$ cat config.mk
export PLATFORM = sky130hd
export DESIGN_NAME = sd_card_command_responder
export DESIGN_NICKNAME = d
export VERILOG_FILES = /design/src/sv/sdcr_pkg.sv /design/src/sv/sdcr_decode.sv /design/src/sv/sdcr_emit.sv /design/src/sv/sd_card_command_responder.sv
export SDC_FILE = /design/constraint.sdc
export NUM_CORES = 1
export LEC_CHECK = 0
export ABC_AREA = 1
export BUFFER_PORTS_ARGS = -buffer_cell sky130_fd_sc_hd__buf_4
export CORE_MARGIN = 2
export CORE_UTILIZATION = 25
export DETAILED_ROUTE_END_ITERATION = 10
export GPL_ROUTABILITY_DRIVEN = 1
export GPL_TIMING_DRIVEN = 0
export PLACE_DENSITY_LB_ADDON = 0.25
export RECOVER_POWER = 100
export SLEW_MARGIN = 20
export SYNTH_ARGS = -nofsm -noshare
export SYNTH_HDL_FRONTEND = slang
export SYNTH_HIERARCHICAL = 1
export SYNTH_SLANG_ARGS = --single-unit
$ cat constraint.sdc
create_clock -name clk -period 5.35 [get_ports clk]
set_input_delay 0.8025 -clock clk [delete_from_list [all_inputs] [get_ports clk]]
set_output_delay 0.8025 -clock clk [all_outputs]
set_load 0.01 [all_outputs]
$ cat src/sv/sdcr_pkg.sv
// Package for the SD card command responder.
// Holds codes, card-state encoding, reply structs and the CRC7 and CSD helpers.
// No dependencies.
package sdcr_pkg;

	localparam int unsigned REPLY_BYTES = 17;
	localparam logic [4:0] INIT_POLLS = 5'd20;
	localparam logic [31:0] CARD_SECTORS_RST = 32'd1048576;
	localparam logic [31:0] HC_LIMIT = 32'd4194304;
	localparam logic [15:0] RCA_VALUE = 16'd3;

	localparam logic [1:0] ACT_CMD = 2'd0;
	localparam logic [1:0] ACT_WRITE = 2'd1;
	localparam logic [1:0] ACT_READ = 2'd2;

	localparam logic [2:0] KIND_NONE = 3'd0;
	localparam logic [2:0] KIND_R48 = 3'd1;
	localparam logic [2:0] KIND_R48B = 3'd2;
	localparam logic [2:0] KIND_R136 = 3'd3;
	localparam logic [2:0] KIND_DATA = 3'd4;

	localparam logic [1:0] DST_OK = 2'd0;
	localparam logic [1:0] DST_STATE = 2'd1;
	localparam logic [1:0] DST_SIZE = 2'd2;

	localparam logic [1:0] ACC_NONE = 2'd0;
	localparam logic [1:0] ACC_READ = 2'd1;
	localparam logic [1:0] ACC_WRITE = 2'd2;

	localparam logic [5:0] CMD_GO_IDLE = 6'd0;
	localparam logic [5:0] CMD_ALL_CID = 6'd2;
	localparam logic [5:0] CMD_SEND_RCA = 6'd3;
	localparam logic [5:0] CMD_SWITCH = 6'd6;
	localparam logic [5:0] CMD_SELECT = 6'd7;
	localparam logic [5:0] CMD_IF_COND = 6'd8;
	localparam logic [5:0] CMD_SEND_CSD = 6'd9;
	localparam logic [5:0] CMD_SEND_CID = 6'd10;
	localparam logic [5:0] CMD_STOP = 6'd12;
	localparam logic [5:0] CMD_STATUS = 6'd13;
	localparam logic [5:0] CMD_BLOCKLEN = 6'd16;
	localparam logic [5:0] CMD_READ_ONE = 6'd17;
	localparam logic [5:0] CMD_READ_MULTI = 6'd18;
	localparam logic [5:0] CMD_BLOCK_COUNT = 6'd23;
	localparam logic [5:0] CMD_WRITE_ONE = 6'd24;
	localparam logic [5:0] CMD_WRITE_MULTI = 6'd25;
	localparam logic [5:0] CMD_OP_COND = 6'd41;
	localparam logic [5:0] CMD_SEND_SCR = 6'd51;
	localparam logic [5:0] CMD_APP = 6'd55;

	localparam logic [31:0] ERR_STATE = 32'h0040_0000;
	localparam logic [31:0] ERR_PARAM = 32'h8000_0000;

	typedef enum logic [8:0] {
		ST_IDLE  = 9'b000000001,
		ST_READY = 9'b000000010,
		ST_IDENT = 9'b000000100,
		ST_STBY  = 9'b000001000,
		ST_TRAN  = 9'b000010000,
		ST_DATA  = 9'b000100000,
		ST_RCV   = 9'b001000000,
		ST_PRG   = 9'b010000000,
		ST_DIS   = 9'b100000000
	} card_st_t;

	typedef struct packed {
		logic [11:0] cs;
		logic [2:0]  mult;
		logic [4:0]  bl;
	} csd_v1_t;

	typedef struct packed {
		logic        hc;
		csd_v1_t     v1;
		logic [23:0] hc_cs;
	} geom_t;

	typedef struct packed {
		logic [2:0]        kind;
		logic [1:0]        status;
		logic [1:0]        access;
		logic [31:0]       sector;
		logic [4:0]        count;
		logic              crc_en;
		logic [16:0][7:0]  bytes;
	} reply_t;

	function automatic logic [3:0] st_code(input card_st_t s);
		logic [3:0] c;
		case (s)
			ST_IDLE:  c = 4'd0;
			ST_READY: c = 4'd1;
			ST_IDENT: c = 4'd2;
			ST_STBY:  c = 4'd3;
			ST_TRAN:  c = 4'd4;
			ST_DATA:  c = 4'd5;
			ST_RCV:   c = 4'd6;
			ST_PRG:   c = 4'd7;
			ST_DIS:   c = 4'd8;
			default:  c = 4'd0;
		endcase
		return c;
	endfunction

	function automatic logic [7:0] crc7_byte(input logic [7:0] crc, input logic [7:0] d);
		logic [7:0] c;
		c = crc ^ d;
		for (int k = 0; k < 8; k++) begin
			if (c[7]) c = {c[6:0], 1'b0} ^ 8'h12;
			else c = {c[6:0], 1'b0};
		end
		return c;
	endfunction

	function automatic csd_v1_t csd_v1(input logic [31:0] n);
		csd_v1_t r;
		logic [32:0] ceil_v;
		logic [32:0] sel_ceil;
		logic [31:0] mask;
		logic [4:0] sel;
		logic [4:0] shr;
		logic [4:0] rest;
		logic [2:0] mult;
		logic [11:0] cs;
		sel = 5'd31;
		sel_ceil = '0;
		for (int sh = 31; sh >= 2; sh--) begin
			mask = (32'd1 << sh) - 32'd1;
			ceil_v = {1'b0, n >> sh} + {32'd0, |(n & mask)};
			if (ceil_v <= 33'd4096) begin
				sel = 5'(sh);
				sel_ceil = ceil_v;
			end
		end
		cs = sel_ceil[11:0] - 12'd1;
		shr = sel - 5'd2;
		mult = (shr > 5'd7) ? 3'd7 : shr[2:0];
		rest = shr - {2'b00, mult};
		if (rest > 5'd1) cs = '0;
		r.cs = cs;
		r.mult = mult;
		r.bl = rest + 5'd9;
		return r;
	endfunction

	function automatic geom_t card_geom(input logic [31:0] n);
		geom_t g;
		logic [32:0] t;
		t = {1'b0, n} + 33'd1023;
		g.hc = n > HC_LIMIT;
		g.v1 = csd_v1(n);
		g.hc_cs = {1'b0, t[32:10]} - 24'd1;
		return g;
	endfunction

endpackage

$ cat src/sv/sdcr_decode.sv
// Card state and per-item decode: builds the whole reply of one item.
// Uses sdcr_pkg; state advances on the load pulse from the top level.
module sdcr_decode (
	input  logic             clk,
	input  logic             arst_n,
	input  logic             load,
	input  logic [1:0]       action,
	input  logic [5:0]       cmd_index,
	input  logic [31:0]      argument,
	input  logic [12:0]      block_size,
	input  sdcr_pkg::geom_t  geom,
	output sdcr_pkg::reply_t reply
);
	import sdcr_pkg::*;

	card_st_t    state_q, state_n;
	logic        app_q, app_n;
	logic        rep_q, rep_n;
	logic [15:0] rel_q, rel_n;
	logic [4:0]  polls_q, polls_n;
	logic [31:0] first_q, first_n;
	logic [31:0] cur_q, cur_n;
	logic        bufsec_q, bufsec_n;
	logic        multi_q, multi_n;
	logic [9:0]  explen_q, explen_n;
	logic        cntv_q, cntv_n;
	logic [31:0] blocks_q, blocks_n;

	always_comb begin
		logic       was_app, put, rca, bad, badp, nocrc, low24, xfer, xmulti;
		logic [31:0] r1w;
		card_st_t   xnext;
		state_n = state_q;
		app_n = app_q;
		rep_n = rep_q;
		rel_n = rel_q;
		polls_n = polls_q;
		first_n = first_q;
		cur_n = cur_q;
		bufsec_n = bufsec_q;
		multi_n = multi_q;
		explen_n = explen_q;
		cntv_n = cntv_q;
		blocks_n = blocks_q;
		reply = '0;
		reply.count = 5'd1;
		put = 1'b0;
		rca = 1'b0;
		bad = 1'b0;
		badp = 1'b0;
		nocrc = 1'b0;
		xfer = 1'b0;
		xmulti = 1'b0;
		xnext = ST_DATA;
		low24 = argument[23:0] != 24'd0;
		was_app = app_q;
		r1w = '0;

		if (action == ACT_CMD) begin
			app_n = 1'b0;
			reply.bytes[0] = {2'b00, cmd_index};
			case (cmd_index)
				CMD_GO_IDLE: begin
					state_n = ST_IDLE;
					rep_n = 1'b0;
					rel_n = '0;
					first_n = '0;
					polls_n = INIT_POLLS;
				end
				CMD_ALL_CID, CMD_SEND_CID: begin
					if (state_q != ((cmd_index == CMD_ALL_CID) ? ST_READY : ST_STBY)) begin
						bad = 1'b1;
					end else begin
						if (cmd_index == CMD_ALL_CID) state_n = ST_IDENT;
						reply.kind = KIND_R136;
						reply.bytes[15:1] = {8'h14, 8'h03, 8'hEC, 8'h4A, 8'h00, 8'h00, 8'h20,
							8'h20, 8'h44, 8'h53, 8'h76, 8'h20, 8'h72, 8'h47, 8'h44};
					end
				end
				CMD_SEND_RCA: begin
					if (state_q != ST_IDENT && state_q != ST_STBY) begin
						bad = 1'b1;
					end else begin
						state_n = ST_STBY;
						rel_n = RCA_VALUE;
						rca = 1'b1;
						reply.kind = KIND_R48;
					end
				end
				CMD_SWITCH: begin
					if (state_q != ST_TRAN) bad = 1'b1;
					else if (was_app) put = 1'b1;
				end
				CMD_SELECT: begin
					if (state_q == ST_STBY && rel_q == argument[31:16]) begin
						state_n = ST_TRAN;
						put = 1'b1;
						reply.kind = KIND_R48B;
					end else if ((state_q == ST_STBY || state_q == ST_TRAN ||
						state_q == ST_DATA || state_q == ST_PRG) &&
						rel_q != argument[31:16]) begin
						state_n = ST_STBY;
						put = 1'b1;
					end else begin
						bad = 1'b1;
					end
				end
				CMD_IF_COND: begin
					if (state_q != ST_IDLE) bad = 1'b1;
					else if (argument[31:8] != 24'd1) badp = 1'b1;
					else begin
						reply.kind = KIND_R48;
						reply.bytes[3] = 8'h01;
						reply.bytes[4] = argument[7:0];
					end
				end
				CMD_SEND_CSD: begin
					if (state_q != ST_STBY) begin
						bad = 1'b1;
					end else begin
						reply.kind = KIND_R136;
						if (geom.hc) begin
							reply.bytes[15:1] = {8'h00, 8'h40, 8'h0A, 8'h80, 8'h0F,
								geom.hc_cs[7:0], geom.hc_cs[15:8], geom.hc_cs[23:16],
								8'h00, 8'h59, 8'h5B, 8'h5A, 8'h00, 8'h0e, 8'h40};
						end else begin
							reply.bytes[15:1] = {8'h00,
								{geom.v1.bl[1:0], 6'd0},
								8'h08 | {5'd0, geom.v1.bl[4:2]},
								8'h80,
								8'h0F | {geom.v1.mult[0], 7'd0},
								8'hD8 | {6'd0, geom.v1.mult[2:1]},
								{geom.v1.cs[1:0], 6'h2D},
								geom.v1.cs[9:2],
								8'h80 | {6'd0, geom.v1.cs[11:10]},
								8'h50 | {3'd0, geom.v1.bl},
								8'h5B, 8'h5A, 8'h00, 8'h0e, 8'h00};
						end
					end
				end
				CMD_STOP: begin
					if (state_q != ST_DATA && state_q != ST_RCV) bad = 1'b1;
					else begin
						state_n = ST_TRAN;
						put = 1'b1;
					end
				end
				CMD_STATUS: begin
					if (was_app || st_code(state_q) < 4'd3) bad = 1'b1;
					else put = 1'b1;
				end
				CMD_BLOCKLEN: begin
					if (was_app || state_q != ST_TRAN) bad = 1'b1;
					else if (argument != 32'd512) badp = 1'b1;
					else put = 1'b1;
				end
				CMD_READ_ONE, CMD_READ_MULTI, CMD_WRITE_ONE, CMD_WRITE_MULTI: begin
					if (cmd_index == CMD_READ_ONE || cmd_index == CMD_WRITE_ONE) cntv_n = 1'b0;
					xmulti = cmd_index == CMD_READ_MULTI || cmd_index == CMD_WRITE_MULTI;
					xnext = (cmd_index == CMD_READ_ONE || cmd_index == CMD_READ_MULTI) ?
						ST_DATA : ST_RCV;
					xfer = 1'b1;
				end
				CMD_BLOCK_COUNT: begin
					if (state_q != ST_TRAN) bad = 1'b1;
					else begin
						if (!was_app) begin
							cntv_n = argument != 32'd0;
							blocks_n = argument;
						end
						put = 1'b1;
					end
				end
				CMD_OP_COND: begin
					if (was_app) begin
						if (state_q != ST_IDLE) begin
							bad = 1'b1;
						end else begin
							rep_n = 1'b1;
							if (!low24 && first_q != 32'd0) badp = 1'b1;
							else if (low24 && first_q != 32'd0 && first_q != argument) badp = 1'b1;
							else begin
								if (low24 && first_q == 32'd0) first_n = argument;
								reply.kind = KIND_R48;
								nocrc = 1'b1;
								reply.bytes[0] = 8'h3f;
								reply.bytes[2] = 8'hff;
								reply.bytes[3] = 8'h80;
								reply.bytes[5] = 8'hff;
								if (low24) begin
									if (polls_q != 5'd0) begin
										polls_n = polls_q - 5'd1;
									end else if (argument[30] || !geom.hc) begin
										reply.bytes[1] = {1'b1, geom.hc, 6'd0};
										state_n = ST_READY;
									end
								end
							end
						end
					end
				end
				CMD_SEND_SCR: begin
					if (was_app) begin
						if (state_q != ST_TRAN) bad = 1'b1;
						else begin
							bufsec_n = 1'b0;
							explen_n = 10'd8;
							state_n = ST_DATA;
							put = 1'b1;
						end
					end
				end
				CMD_APP: begin
					if (state_q == ST_READY || state_q == ST_IDENT) bad = 1'b1;
					else if (argument[31:16] != rel_q) badp = 1'b1;
					else begin
						app_n = 1'b1;
						put = 1'b1;
					end
				end
				default: begin
				end
			endcase

			if (xfer) begin
				if (was_app || state_q != ST_TRAN) bad = 1'b1;
				else if (!geom.hc && argument[8:0] != 9'd0) badp = 1'b1;
				else begin
					cur_n = geom.hc ? argument : {9'd0, argument[31:9]};
					state_n = xnext;
					bufsec_n = 1'b1;
					multi_n = xmulti;
					explen_n = 10'd512;
					put = 1'b1;
				end
			end

			r1w = 32'h0000_0100 | {19'd0, st_code(state_n), 9'd0} |
				{26'd0, app_n || rep_n, 5'd0} |
				(bad ? ERR_STATE : 32'd0) | (badp ? ERR_PARAM : 32'd0);
			if (bad || badp) put = 1'b1;
			if (put || rca) rep_n = 1'b0;
			if (put) begin
				if (reply.kind == KIND_NONE) reply.kind = KIND_R48;
				reply.bytes[1] = r1w[31:24];
				reply.bytes[2] = r1w[23:16];
				reply.bytes[3] = r1w[15:8];
				reply.bytes[4] = r1w[7:0];
			end
			if (rca) begin
				reply.bytes[1] = RCA_VALUE[15:8];
				reply.bytes[2] = RCA_VALUE[7:0];
				reply.bytes[3] = {r1w[23:22], r1w[19], r1w[12:8]};
				reply.bytes[4] = r1w[7:0];
			end
			if (reply.kind == KIND_R136) reply.count = 5'd17;
			else if (reply.kind != KIND_NONE) reply.count = 5'd6;
			else reply.bytes = '0;
			reply.crc_en = reply.kind != KIND_NONE && !nocrc;
		end else if (action == ACT_WRITE || action == ACT_READ) begin
			reply.kind = KIND_DATA;
			if (state_q != ((action == ACT_WRITE) ? ST_RCV : ST_DATA)) begin
				reply.status = DST_STATE;
			end else if (block_size != {3'd0, explen_q}) begin
				reply.status = DST_SIZE;
			end else if (bufsec_q) begin
				if (cntv_q) begin
					blocks_n = blocks_q - 32'd1;
					if (blocks_n == 32'd0) multi_n = 1'b0;
				end
				if (multi_n) cur_n = cur_q + 32'd1;
				else state_n = ST_TRAN;
				reply.access = (action == ACT_WRITE) ? ACC_WRITE : ACC_READ;
				reply.sector = cur_q;
			end else if (action == ACT_WRITE) begin
				reply.status = DST_STATE;
			end else begin
				state_n = ST_TRAN;
				reply.count = 5'd8;
				reply.bytes[0] = geom.hc ? 8'h02 : 8'h01;
				reply.bytes[1] = 8'h05;
				reply.bytes[3] = 8'h03;
			end
		end
	end

	always_ff @(posedge clk or negedge arst_n) begin
		if (!arst_n) begin
			state_q <= ST_IDLE;
			app_q <= 1'b0;
			rep_q <= 1'b0;
			rel_q <= '0;
			polls_q <= INIT_POLLS;
			first_q <= '0;
			cur_q <= '0;
			bufsec_q <= 1'b0;
			multi_q <= 1'b0;
			explen_q <= '0;
			cntv_q <= 1'b0;
			blocks_q <= '0;
		end else if (load) begin
			state_q <= state_n;
			app_q <= app_n;
			rep_q <= rep_n;
			rel_q <= rel_n;
			polls_q <= polls_n;
			first_q <= first_n;
			cur_q <= cur_n;
			bufsec_q <= bufsec_n;
			multi_q <= multi_n;
			explen_q <= explen_n;
			cntv_q <= cntv_n;
			blocks_q <= blocks_n;
		end
	end

endmodule

$ cat src/sv/sdcr_emit.sv
// Result register and byte serializer: shifts out one reply byte per beat.
// Uses sdcr_pkg; appends the running CRC7 as the last byte when enabled.
module sdcr_emit (
	input  logic             clk,
	input  logic             arst_n,
	input  logic             load,
	input  sdcr_pkg::reply_t reply,
	output logic             free,
	output logic             m_tvalid,
	input  logic             m_tready,
	output logic [47:0]      m_tdata,  // reply_byte, data_status, store_access, sector_number
	output logic [2:0]       m_tuser,  // reply_kind
	output logic             m_tlast
);
	import sdcr_pkg::*;

	logic [16:0][7:0] bytes_q;
	logic [4:0]       cnt_q;
	logic [7:0]       crc_q;
	logic             crc_en_q;
	logic [2:0]       kind_q;
	logic [1:0]       status_q;
	logic [1:0]       access_q;
	logic [31:0]      sector_q;
	logic [7:0]       byte_out;
	logic             beat;

	assign m_tvalid = cnt_q != 5'd0;
	assign m_tlast = cnt_q == 5'd1;
	assign beat = m_tvalid && m_tready;
	assign free = !m_tvalid || (beat && m_tlast);
	assign byte_out = (m_tlast && crc_en_q) ? (crc_q | 8'h01) : bytes_q[0];
	assign m_tdata = {4'd0, sector_q, access_q, status_q, byte_out};
	assign m_tuser = kind_q;

	always_ff @(posedge clk or negedge arst_n) begin
		if (!arst_n) begin
			cnt_q <= '0;
		end else if (load) begin
			cnt_q <= reply.count;
		end else if (beat) begin
			cnt_q <= cnt_q - 5'd1;
		end
	end

	always_ff @(posedge clk) begin
		if (load) begin
			bytes_q <= reply.bytes;
			crc_q <= '0;
			crc_en_q <= reply.crc_en;
			kind_q <= reply.kind;
			status_q <= reply.status;
			access_q <= reply.access;
			sector_q <= reply.sector;
		end else if (beat) begin
			bytes_q <= {8'd0, bytes_q[16:1]};
			crc_q <= crc7_byte(crc_q, bytes_q[0]);
		end
	end

endmodule

$ cat src/sv/sd_card_command_responder.sv
// Top level of the SD card command responder: input register, capacity
// register, decode and serializer. Depends on sdcr_pkg, sdcr_decode, sdcr_emit.
//
// channel | direction | beat carries
// s_*     | in        | tuser action; tdata cmd_index, argument, block_size
// m_*     | out       | tuser reply_kind; tdata reply bytes and store request; tlast
// cfg_*   | in        | card_sectors
//
// An item is decoded from the input register once the serializer is free and yields
// 1, 6, 8 or 17 result beats, one per cycle while m_tready is high; the serializer sets
// the rate. The next item waits in the input register while results drain.
// Reset is asynchronous, active low; no clearing pass.
module sd_card_command_responder (
	input  logic        clk,
	input  logic        arst_n,
	input  logic        s_tvalid,
	output logic        s_tready,
	input  logic [55:0] s_tdata,   // cmd_index, argument, block_size
	input  logic [1:0]  s_tuser,   // action
	output logic        m_tvalid,
	input  logic        m_tready,
	output logic [47:0] m_tdata,   // reply_byte, data_status, store_access, sector_number
	output logic [2:0]  m_tuser,   // reply_kind
	output logic        m_tlast,
	input  logic        cfg_valid,
	output logic        cfg_ready,
	input  logic [31:0] cfg_data   // card_sectors
);
	import sdcr_pkg::*;

	logic        valid_s1;
	logic [1:0]  action_s1;
	logic [5:0]  cmd_s1;
	logic [31:0] arg_s1;
	logic [12:0] bsz_s1;
	geom_t       geom_q;
	reply_t      reply;
	logic        free;
	logic        load;

	assign cfg_ready = 1'b1;
	assign load = valid_s1 && free;
	assign s_tready = !valid_s1 || load;

	always_ff @(posedge clk or negedge arst_n) begin
		if (!arst_n) begin
			valid_s1 <= 1'b0;
			geom_q <= card_geom(CARD_SECTORS_RST);
		end else begin
			if (s_tready) valid_s1 <= s_tvalid;
			if (cfg_valid) geom_q <= card_geom(cfg_data);
		end
	end

	always_ff @(posedge clk) begin
		if (s_tvalid && s_tready) begin
			action_s1 <= s_tuser;
			cmd_s1 <= s_tdata[5:0];
			arg_s1 <= s_tdata[37:6];
			bsz_s1 <= s_tdata[50:38];
		end
	end

	sdcr_decode u_decode (
		.clk        (clk),
		.arst_n     (arst_n),
		.load       (load),
		.action     (action_s1),
		.cmd_index  (cmd_s1),
		.argument   (arg_s1),
		.block_size (bsz_s1),
		.geom       (geom_q),
		.reply      (reply)
	);

	sdcr_emit u_emit (
		.clk      (clk),
		.arst_n   (arst_n),
		.load     (load),
		.reply    (reply),
		.free     (free),
		.m_tvalid (m_tvalid),
		.m_tready (m_tready),
		.m_tdata  (m_tdata),
		.m_tuser  (m_tuser),
		.m_tlast  (m_tlast)
	);

`ifndef SYNTHESIS
	a_load_shows: assert property (@(posedge clk) disable iff (!arst_n)
		load |=> m_tvalid)
		else $error("loaded reply not presented");
	a_hold_input: assert property (@(posedge clk) disable iff (!arst_n)
		valid_s1 && !load |-> !s_tready)
		else $error("input taken while register occupied");
	a_drain_end: assert property (@(posedge clk) disable iff (!arst_n)
		m_tvalid && m_tready && m_tlast && !load |=> !m_tvalid)
		else $error("beats continue past last");
`endif

endmodule

==> results of run 1 <==
## cells in the final DEF, fill, tap and decap left out, types with 29 or more instances in the layout
cell          n
clkbuf_1    148
ha_1         52
nand2_4      35
edfxtp_1    229
dfrtp_1     148
a21oi_1     115
xor2_1      299
dfstp_2      29
o21ai_0     224
o21ai_1      31
nand2_1    1682
clkbuf_4     48
conb_1       42
clkbuf_16    48
inv_2        48
xnor2_1      46
nor3_1      115
nand4_1      89
nor4_1       29
buf_4       160
nor2_1      561
inv_1       602
nor2_2       46
buf_2        56
nand3_1     316
nand2_2      75
## cell type report
cell class              count  area [sq um]
clock buffers              64          1311
diodes                      1         2.502
clock inverters            26         241.5
fillers                 15800        100200
repair buffers            183          1220
well taps                1890          2365
plain buffers             253          1453
inverters                 672          2535
flip-flops and latches    413         11480
multi-input cells        4042         20960
## registers in the layout (all words and copies together), names as in the netlist, 6 cells and up
signal	cells
bsz_s1	13
u_decode/first_q	32
u_emit/crc_q	7
u_decode/state_q	9
geom_q	45
arg_s1	32
u_decode/blocks_q	32
u_decode/explen_q	10
u_emit/bytes_q	136
u_emit/sector_q	32
cmd_s1	6
u_decode/cur_q	32
## metrics by stage
stage	setup TNS, ns	setup WS, ns	utilization	cells	total power [W]
2_1_floorplan	0	0.004632	-	5380	0.009037
6_report	-11.39	-0.5799	0.2932	7544	0.01425
5_1_grt	-52.81	-0.7687	0.2932	7543	0.01529
3_5_place_dp	-54.01	-2.008	0.2789	7408	0.01112
4_1_cts	-4.047	-0.3413	0.2942	7531	0.01458
3_3_place_gp	-104.12	-1.942	0.2777	7402	0.01105
## cell usage after synthesis (all sizes together) (17+ instances only)
| master | number |
|---|---|
| ha | 65 |
| nor3 | 126 |
| clkinv | 19 |
| o22ai | 17 |
| buf | 185 |
| o21ai | 262 |
| xor2 | 304 |
| a31oi | 24 |
| edfxtp | 229 |
| dfstp | 29 |
| nand3 | 349 |
| nand3b | 19 |
| nor2 | 641 |
| nor4 | 30 |
| nand2 | 1792 |
| a21oi | 123 |
| clkbuf | 68 |
| inv | 653 |
| xnor2 | 47 |
| dfrtp | 148 |
| nand4 | 91 |
## power groups by stage
stage                     registers, W  logic, W  clock network (W)
final                          0.00553   0.00543            0.00329
after global routing           0.00565   0.00612            0.00352
after CTS                      0.00552   0.00565            0.00342
after floorplan                0.00543   0.00361                  0
after detailed placement       0.00557   0.00556                  0
after global placement         0.00564   0.00541                  0
## repair_timing
action | 4_1_cts | 5_1_grt
setup buffers | 33 | 14
gates resized for setup | 100 | 53
endpoints found under the setup margin | 63 | 31
pin swaps | 47 | 44
## cells by family (layout without fill, tap and decap cells)
| kind of cell | count (synthesis) | in the layout |
|---|---|---|
| buf+inv | 925 | 1198 |
| other cells | 3 | 43 |
| flops | 413 | 413 |
| mux | 4 | 4 |
| xor+xnor | 351 | 351 |
| compound gates | 508 | 508 |
| fa+ha+maj | 65 | 65 |
| simple gates | 3072 | 3072 |
## worst max-delay path, delay by kind of cell
kind	cells	cell delay [ns]
compound gates	1	0.03
buf+inv	5	0.83
fa+ha+maj	3	0.73
simple gates	21	4.04
## layer usage
metal | routed length (microns) | global-route usage | vias up
met5 | 27 | 0 | -
met4 | 5330 | 0.06430 | 4
met3 | 9543 | 0.02472 | 284
met2 | 65280 | 0.3154 | 1329
met1 | 65880 | 0.2656 | 16850
li1 | - | - | 17490
## final timing paths
check	slack [ns]	from	end	cells past startpoint
max	-0.58	cfg_data[18]	geom_q[39]	30
min	0.40	s_tdata[35]	arg_s1[29]	1
max reg2reg	-0.31	cmd_s1[5]	u_emit/bytes_q[56]	26
min reg2reg	0.47	geom_q[42]	geom_q[42]	2
max in group asynchronous	0.77	arst_n	geom_q[28]	3
min in group asynchronous	0.99	arst_n	u_decode/cur_q[23]	1
==> metrics.yaml, run 1 <==
outcome:
  status: "complete, but fails checks"
  violations: "capacitance limit, slew limit, setup timing"
timing:
  fin_skew_ns: 0.02964
  hold_viol_final: 0
  min_period_over_period: 1.108
  worst_slack_ns: -0.5799
  max_slew.worst_pin.slew_ns: 2.571
  finalMaxSlewViolations: 204
  fin_crit_ns: 5.930
  slew_headroom: -0.7142
  setup_viol_count_final: 41
  hold_ws_ns: 0.3973
  grt_setup_unrepaired: "true"
  fmax_mhz: 168.6
routing:
  postRouteAntennaNets: 0
  drc: 0
  wirelength_mm: 146.1
  vias_per_cell: 4.766
  vias: 35960
  post_drt_wl_per_cell_microns: 19.36
  drt_iter0_drc: 3429
  drt_first_pass_iters: 8
pwr:
  p_comb_frac: 0.381
  p_sw_frac: 0.4095
  seq_power_share: 0.388
  vdd_drop_max_mv: 0.3245
  clkPwrFrac: 0.231
  powerDensity_mw_per_mm2: 342.8
  static-leakage-power_nw: 19.27
  p_int_w: 0.008414
  power.switching_w: 0.005835
synthesis:
  synth_top_family_by_area: "simple AND/OR/NAND/NOR gates"
  synth.distinct_cells: 75
  synth-seq-cells: 413
  synth_xor_area_frac: 0.08611
  synth_edf_count: 229
  synthArstFlopShare: 0.4286
  synth.area.top_cells: "edfxtp_1 19%, nand2_1 18%, dfrtp_1 10%"
  synthMuxAreaShare: 0.001119
  synth_ff_type: "edfxtp_1"
  synth_top_cell_area_share: 0.1921
  synth_area_sq_mm: 0.03579
  yosysSeqAreaShare: 0.3208
  syn_avg_cell_area_sq_um: 6.701
  synth_top_cell_by_area: "edfxtp_1"
  synth_compound_area_frac: 0.08107
  synth-simple-area-share: 0.3758
  yosysWarnings: 6
  synth_fa_ha_area_frac: 0.02272
  synthCells: 5341
die:
  dieArea_sq_mm: 0.1462
  start_util: 0.2525
  core-area_sq_mm: 0.1418
  die_w_microns: 382.4
  ioPinCount: 150
  dieHeight_microns: 382.4
  num_rows: 138
run:
  cap_violations: 5
place:
  gp_congestion: 0.9750
  placed_area_sq_mm: 0.03954
  dp_hpwl_mm: 113.9
  io_buffers: 132
cts:
  tritoncts.num_buffers: 48
  clock_latency_ns: 0.60
  root_buffer: "clkbuf_16"
  cts_tree: "built"
  h-tree-depth: 2
  postCtsHoldBufs: 0
  cts.sinks: 413
  cts_buffer_depth: 3
  clkTransAtPathRegs_ns: 0.06
critical_path:
  start_kind: "primary input"
  critPathMaxFanout: 10
  slowest_stage: "nor2_2"
  cpMostUsedCell: "nand2_4"
  crit_arrival_ns: 6.47
  critPathMaxStageDelay_ns: 0.65
  required_ns: 5.89
  critPathKind: "primary input to register"
  crit_path_end_kind: "register"
final_layout:
  final_area_sq_mm: 0.04157
  nets: 5773
  area_growth_pct: 16.14
  drive_gt1_frac: 0.1286
global_routing:
  grt_pass1_wl_mm: 218.9
  grt_overflow_total: 0
  antenna_found_initial: 3
  first_global_vias: 34630
  grt_max_degree: 93
  grt.total_usage: 0.1943
worst_hold_path:
  hold_path.class: "primary input to register"
Power figures use the tool's default switching activity.
==> run 2: changes to the inputs <==
BUFFER_PORTS_ARGS = -buffer_cell sky130_fd_sc_hd__buf_2   (was -buffer_cell sky130_fd_sc_hd__buf_4)
==> metrics.yaml, run 2 (synthesis results as in run 1) <==
timing:
  finalMaxSlewViolations: 112  # -45%
  hold_viol_final: 0  # unchanged
  fin_crit_ns: 6.105  # +0.1752 ns
  slew_headroom: -0.5754  # +0.1389
  min_period_over_period: 1.141  # +0.03274
  worst_slack_ns: -0.7550  # -0.1752 ns
  grt_setup_unrepaired: "true"
  fmax_mhz: 163.8  # -2.9%
  max_slew.worst_pin.slew_ns: 2.363  # -0.2083 ns
  fin_skew_ns: 0.03262  # +0.002978 ns
  setup_viol_count_final: 16  # -61%
routing:
  wirelength_mm: 144.5  # -1.1%
  post_drt_wl_per_cell_microns: 19.14  # -1.1%
  drc: 0  # unchanged
  drt_iter0_drc: 3379  # -1.5%
  postRouteAntennaNets: 0  # unchanged
  vias_per_cell: 4.776  # +0.20%
  drt_first_pass_iters: 7  # -1
  vias: 36050  # +0.26%
cts:
  clock_latency_ns: 0.61  # about the same
  clkTransAtPathRegs_ns: 0.06  # about the same
  root_buffer: "clkbuf_16"
  cts_buffer_depth: 3  # unchanged
  h-tree-depth: 2  # unchanged
  cts.sinks: 413  # unchanged
  tritoncts.num_buffers: 49  # +2.1%
  cts_tree: "built"
critical_path:
  reg2reg_from: "arg_s1[30]"
  critPathKind: "primary input to register"
  critPathMaxFanout: 10  # unchanged
  rrSetupSlack_ns: 0.44  # +0.75 ns
  slowest_stage: "nor2_2"
  cp.depth: 30  # unchanged
  r2r-end: "u_emit/bytes_q[56]"
  critPathMaxStageDelay_ns: 0.74  # +0.09 ns
  required_ns: 5.89  # about the same
  crit_arrival_ns: 6.64  # +0.17 ns
  cpMostUsedCell: "nand2_4"
  critPathBufInv: 5  # unchanged
  start_kind: "primary input"
  critPathTopFamily: "simple AND/OR/NAND/NOR gates"
  crit_path_end_kind: "register"
  rr_worst_depth: 26  # unchanged
place:
  dp_hpwl_mm: 112.4  # -1.4%
  dp_cells: 7408  # unchanged
  gp_congestion: 0.9838  # +0.90%
  io_buffers: 132  # unchanged
  pre_cts_ws_ns: -1.946  # +0.06243 ns
pwr:
  static-leakage-power_nw: 19.35  # +0.39%
  vdd_drop_max_mv: 0.3470  # +6.9%
  p_sw_frac: 0.4046  # -0.004912
  seq_power_share: 0.382  # -0.006
  powerDensity_mw_per_mm2: 346.5  # +1.1%
  p_comb_frac: 0.379  # -0.002
  power.switching_w: 0.005837  # about the same
  p_int_w: 0.008592  # +2.1%
  clkPwrFrac: 0.239  # +0.008
die:
  dieHeight_microns: 382.4  # unchanged
  num_rows: 138  # unchanged
  core-area_sq_mm: 0.1418  # unchanged
  ioPinCount: 150  # unchanged
  die_w_microns: 382.4  # unchanged
  start_util: 0.2525  # unchanged
  dieArea_sq_mm: 0.1462  # unchanged
worst_hold_path:
  hold_path.class: "primary input to register"
  holdPathEnd: "arg_s1[17]"
  hold_depth: 1  # unchanged
  hp-start: "s_tdata[23]"
global_routing:
  grt.total_usage: 0.1922  # -0.002101
  grt_overflow_total: 0  # unchanged
  grt_max_degree: 90  # -3.2%
  antenna_found_initial: 3  # unchanged
  grt_pass1_wl_mm: 216.5  # -1.1%
  first_global_vias: 34420  # -0.61%
final_layout:
  layout_commonest_cell: "nand2_1"
  drive_gt1_frac: 0.1393  # +0.01069
  final_cell_mix: "1,671 x nand2_1, 599 x inv_1, 549 x nor2_1, 315 x nand3_1, 301 x xor2_1"
  nets: 5776  # +0.052%
  max_flop_register: "u_emit/bytes_q"
  area_growth_pct: 16.36
  largest_registers: "u_emit/bytes_q (136), geom_q (45)"
  largest_reg_flops: 136  # unchanged
  fin_cells: 7549  # +0.066%
outcome:
  violations: "capacitance limit, slew limit, setup timing"
  status: "complete, but fails checks"
run:
  cap_violations: 3  # -2
[run 2: cell count changes in the layout (fill, tap and decap cells not counted), sizes merged]
cell | previous run | this run
clkinvlp | 1 | 3
buf | 249 | 317
bufinv | 3 | 4
inv | 655 | 654
clkbuf | 251 | 192
diode | 1 | 2
clkinv | 39 | 32
[run 2: layout make-up]
class / instances / area [sq um]
Clock buffer: 71 / 1434
Sequential cell: 413 / 11480
Buffer: 253 / 1495
Tap cell: 1890 / 2365
Inverter: 672 / 2537
Timing Repair Buffer: 185 / 1028
Antenna cell: 2 / 5.005
Clock inverter: 21 / 215.2
Multi-Input combinational cell: 4042 / 21080
Fill cell: 15800 / 100100
[run 2: through the flow]
stage	TNS (ns)	hold slack [ns]	util	total power [W]	area (sq um)
floorplan	0	0.4481	-	0.009037	36010
global placement	-107.96	0.4588	0.2754	0.01092	39030
detailed placement	-56.45	0.4650	0.2767	0.01101	39220
CTS	-2.859	0.05407	0.2937	0.01464	41630
global route	-16.44	0.3462	0.2938	0.01549	41640
finish	-10.47	0.3648	0.2938	0.01443	41650
[run 2: timing repair]
item / 4_1_cts / 5_1_grt
resized for setup: 126 / 46
hold buffers: 0 / 0
setup buffers: 40 / 7
pin swaps: 51 / 32
setup endpoints to repair: 65 / 52
[run 2: worst max-delay path by stage]
stage / endpoint / slack (ns) / startpoint
floorplan: geom_q[41] / 0.005 / cfg_data[0]
detailed placement: geom_q[42] / -1.95 / cfg_data[9]
global placement: geom_q[42] / -2.00 / cfg_data[9]
CTS: geom_q[39] / -0.26 / cfg_data[1]
global route: geom_q[40] / -0.75 / cfg_data[1]
finish: geom_q[40] / -0.76 / cfg_data[19]
[run 2: power groups by stage]
stage	Sequential [W]	Combinational (W)	Clock (W)
2_1_floorplan	0.00543	0.00361	0
3_3_place_gp	0.00562	0.00529	0
3_5_place_dp	0.00556	0.00545	0
4_1_cts	0.00551	0.00556	0.00356
5_1_grt	0.00563	0.00617	0.00369
6_report	0.00551	0.00547	0.00345
[run 2: worst register-to-register path: cells and delay by family (launching register included)]
kind / cells / cell delay [ns]
AO/OA/AOI/OAI: 2 / 0.69
flip-flops: 1 / 0.53
buffers and inverters: 7 / 0.77
AND/OR/NAND/NOR: 16 / 2.54
adder cells (fa/ha/maj): 1 / 0.27
[run 2: routing by layer]
| layer | routed length (microns) | global-route usage | share of wire |
|---|---|---|---|
| met3 | 10040 | 0.02424 | 0.069 |
| met2 | 64790 | 0.3112 | 0.45 |
| met5 | 30 | 0 | 0.00021 |
| met4 | 5226 | 0.06562 | 0.036 |
| met1 | 64420 | 0.2628 | 0.45 |
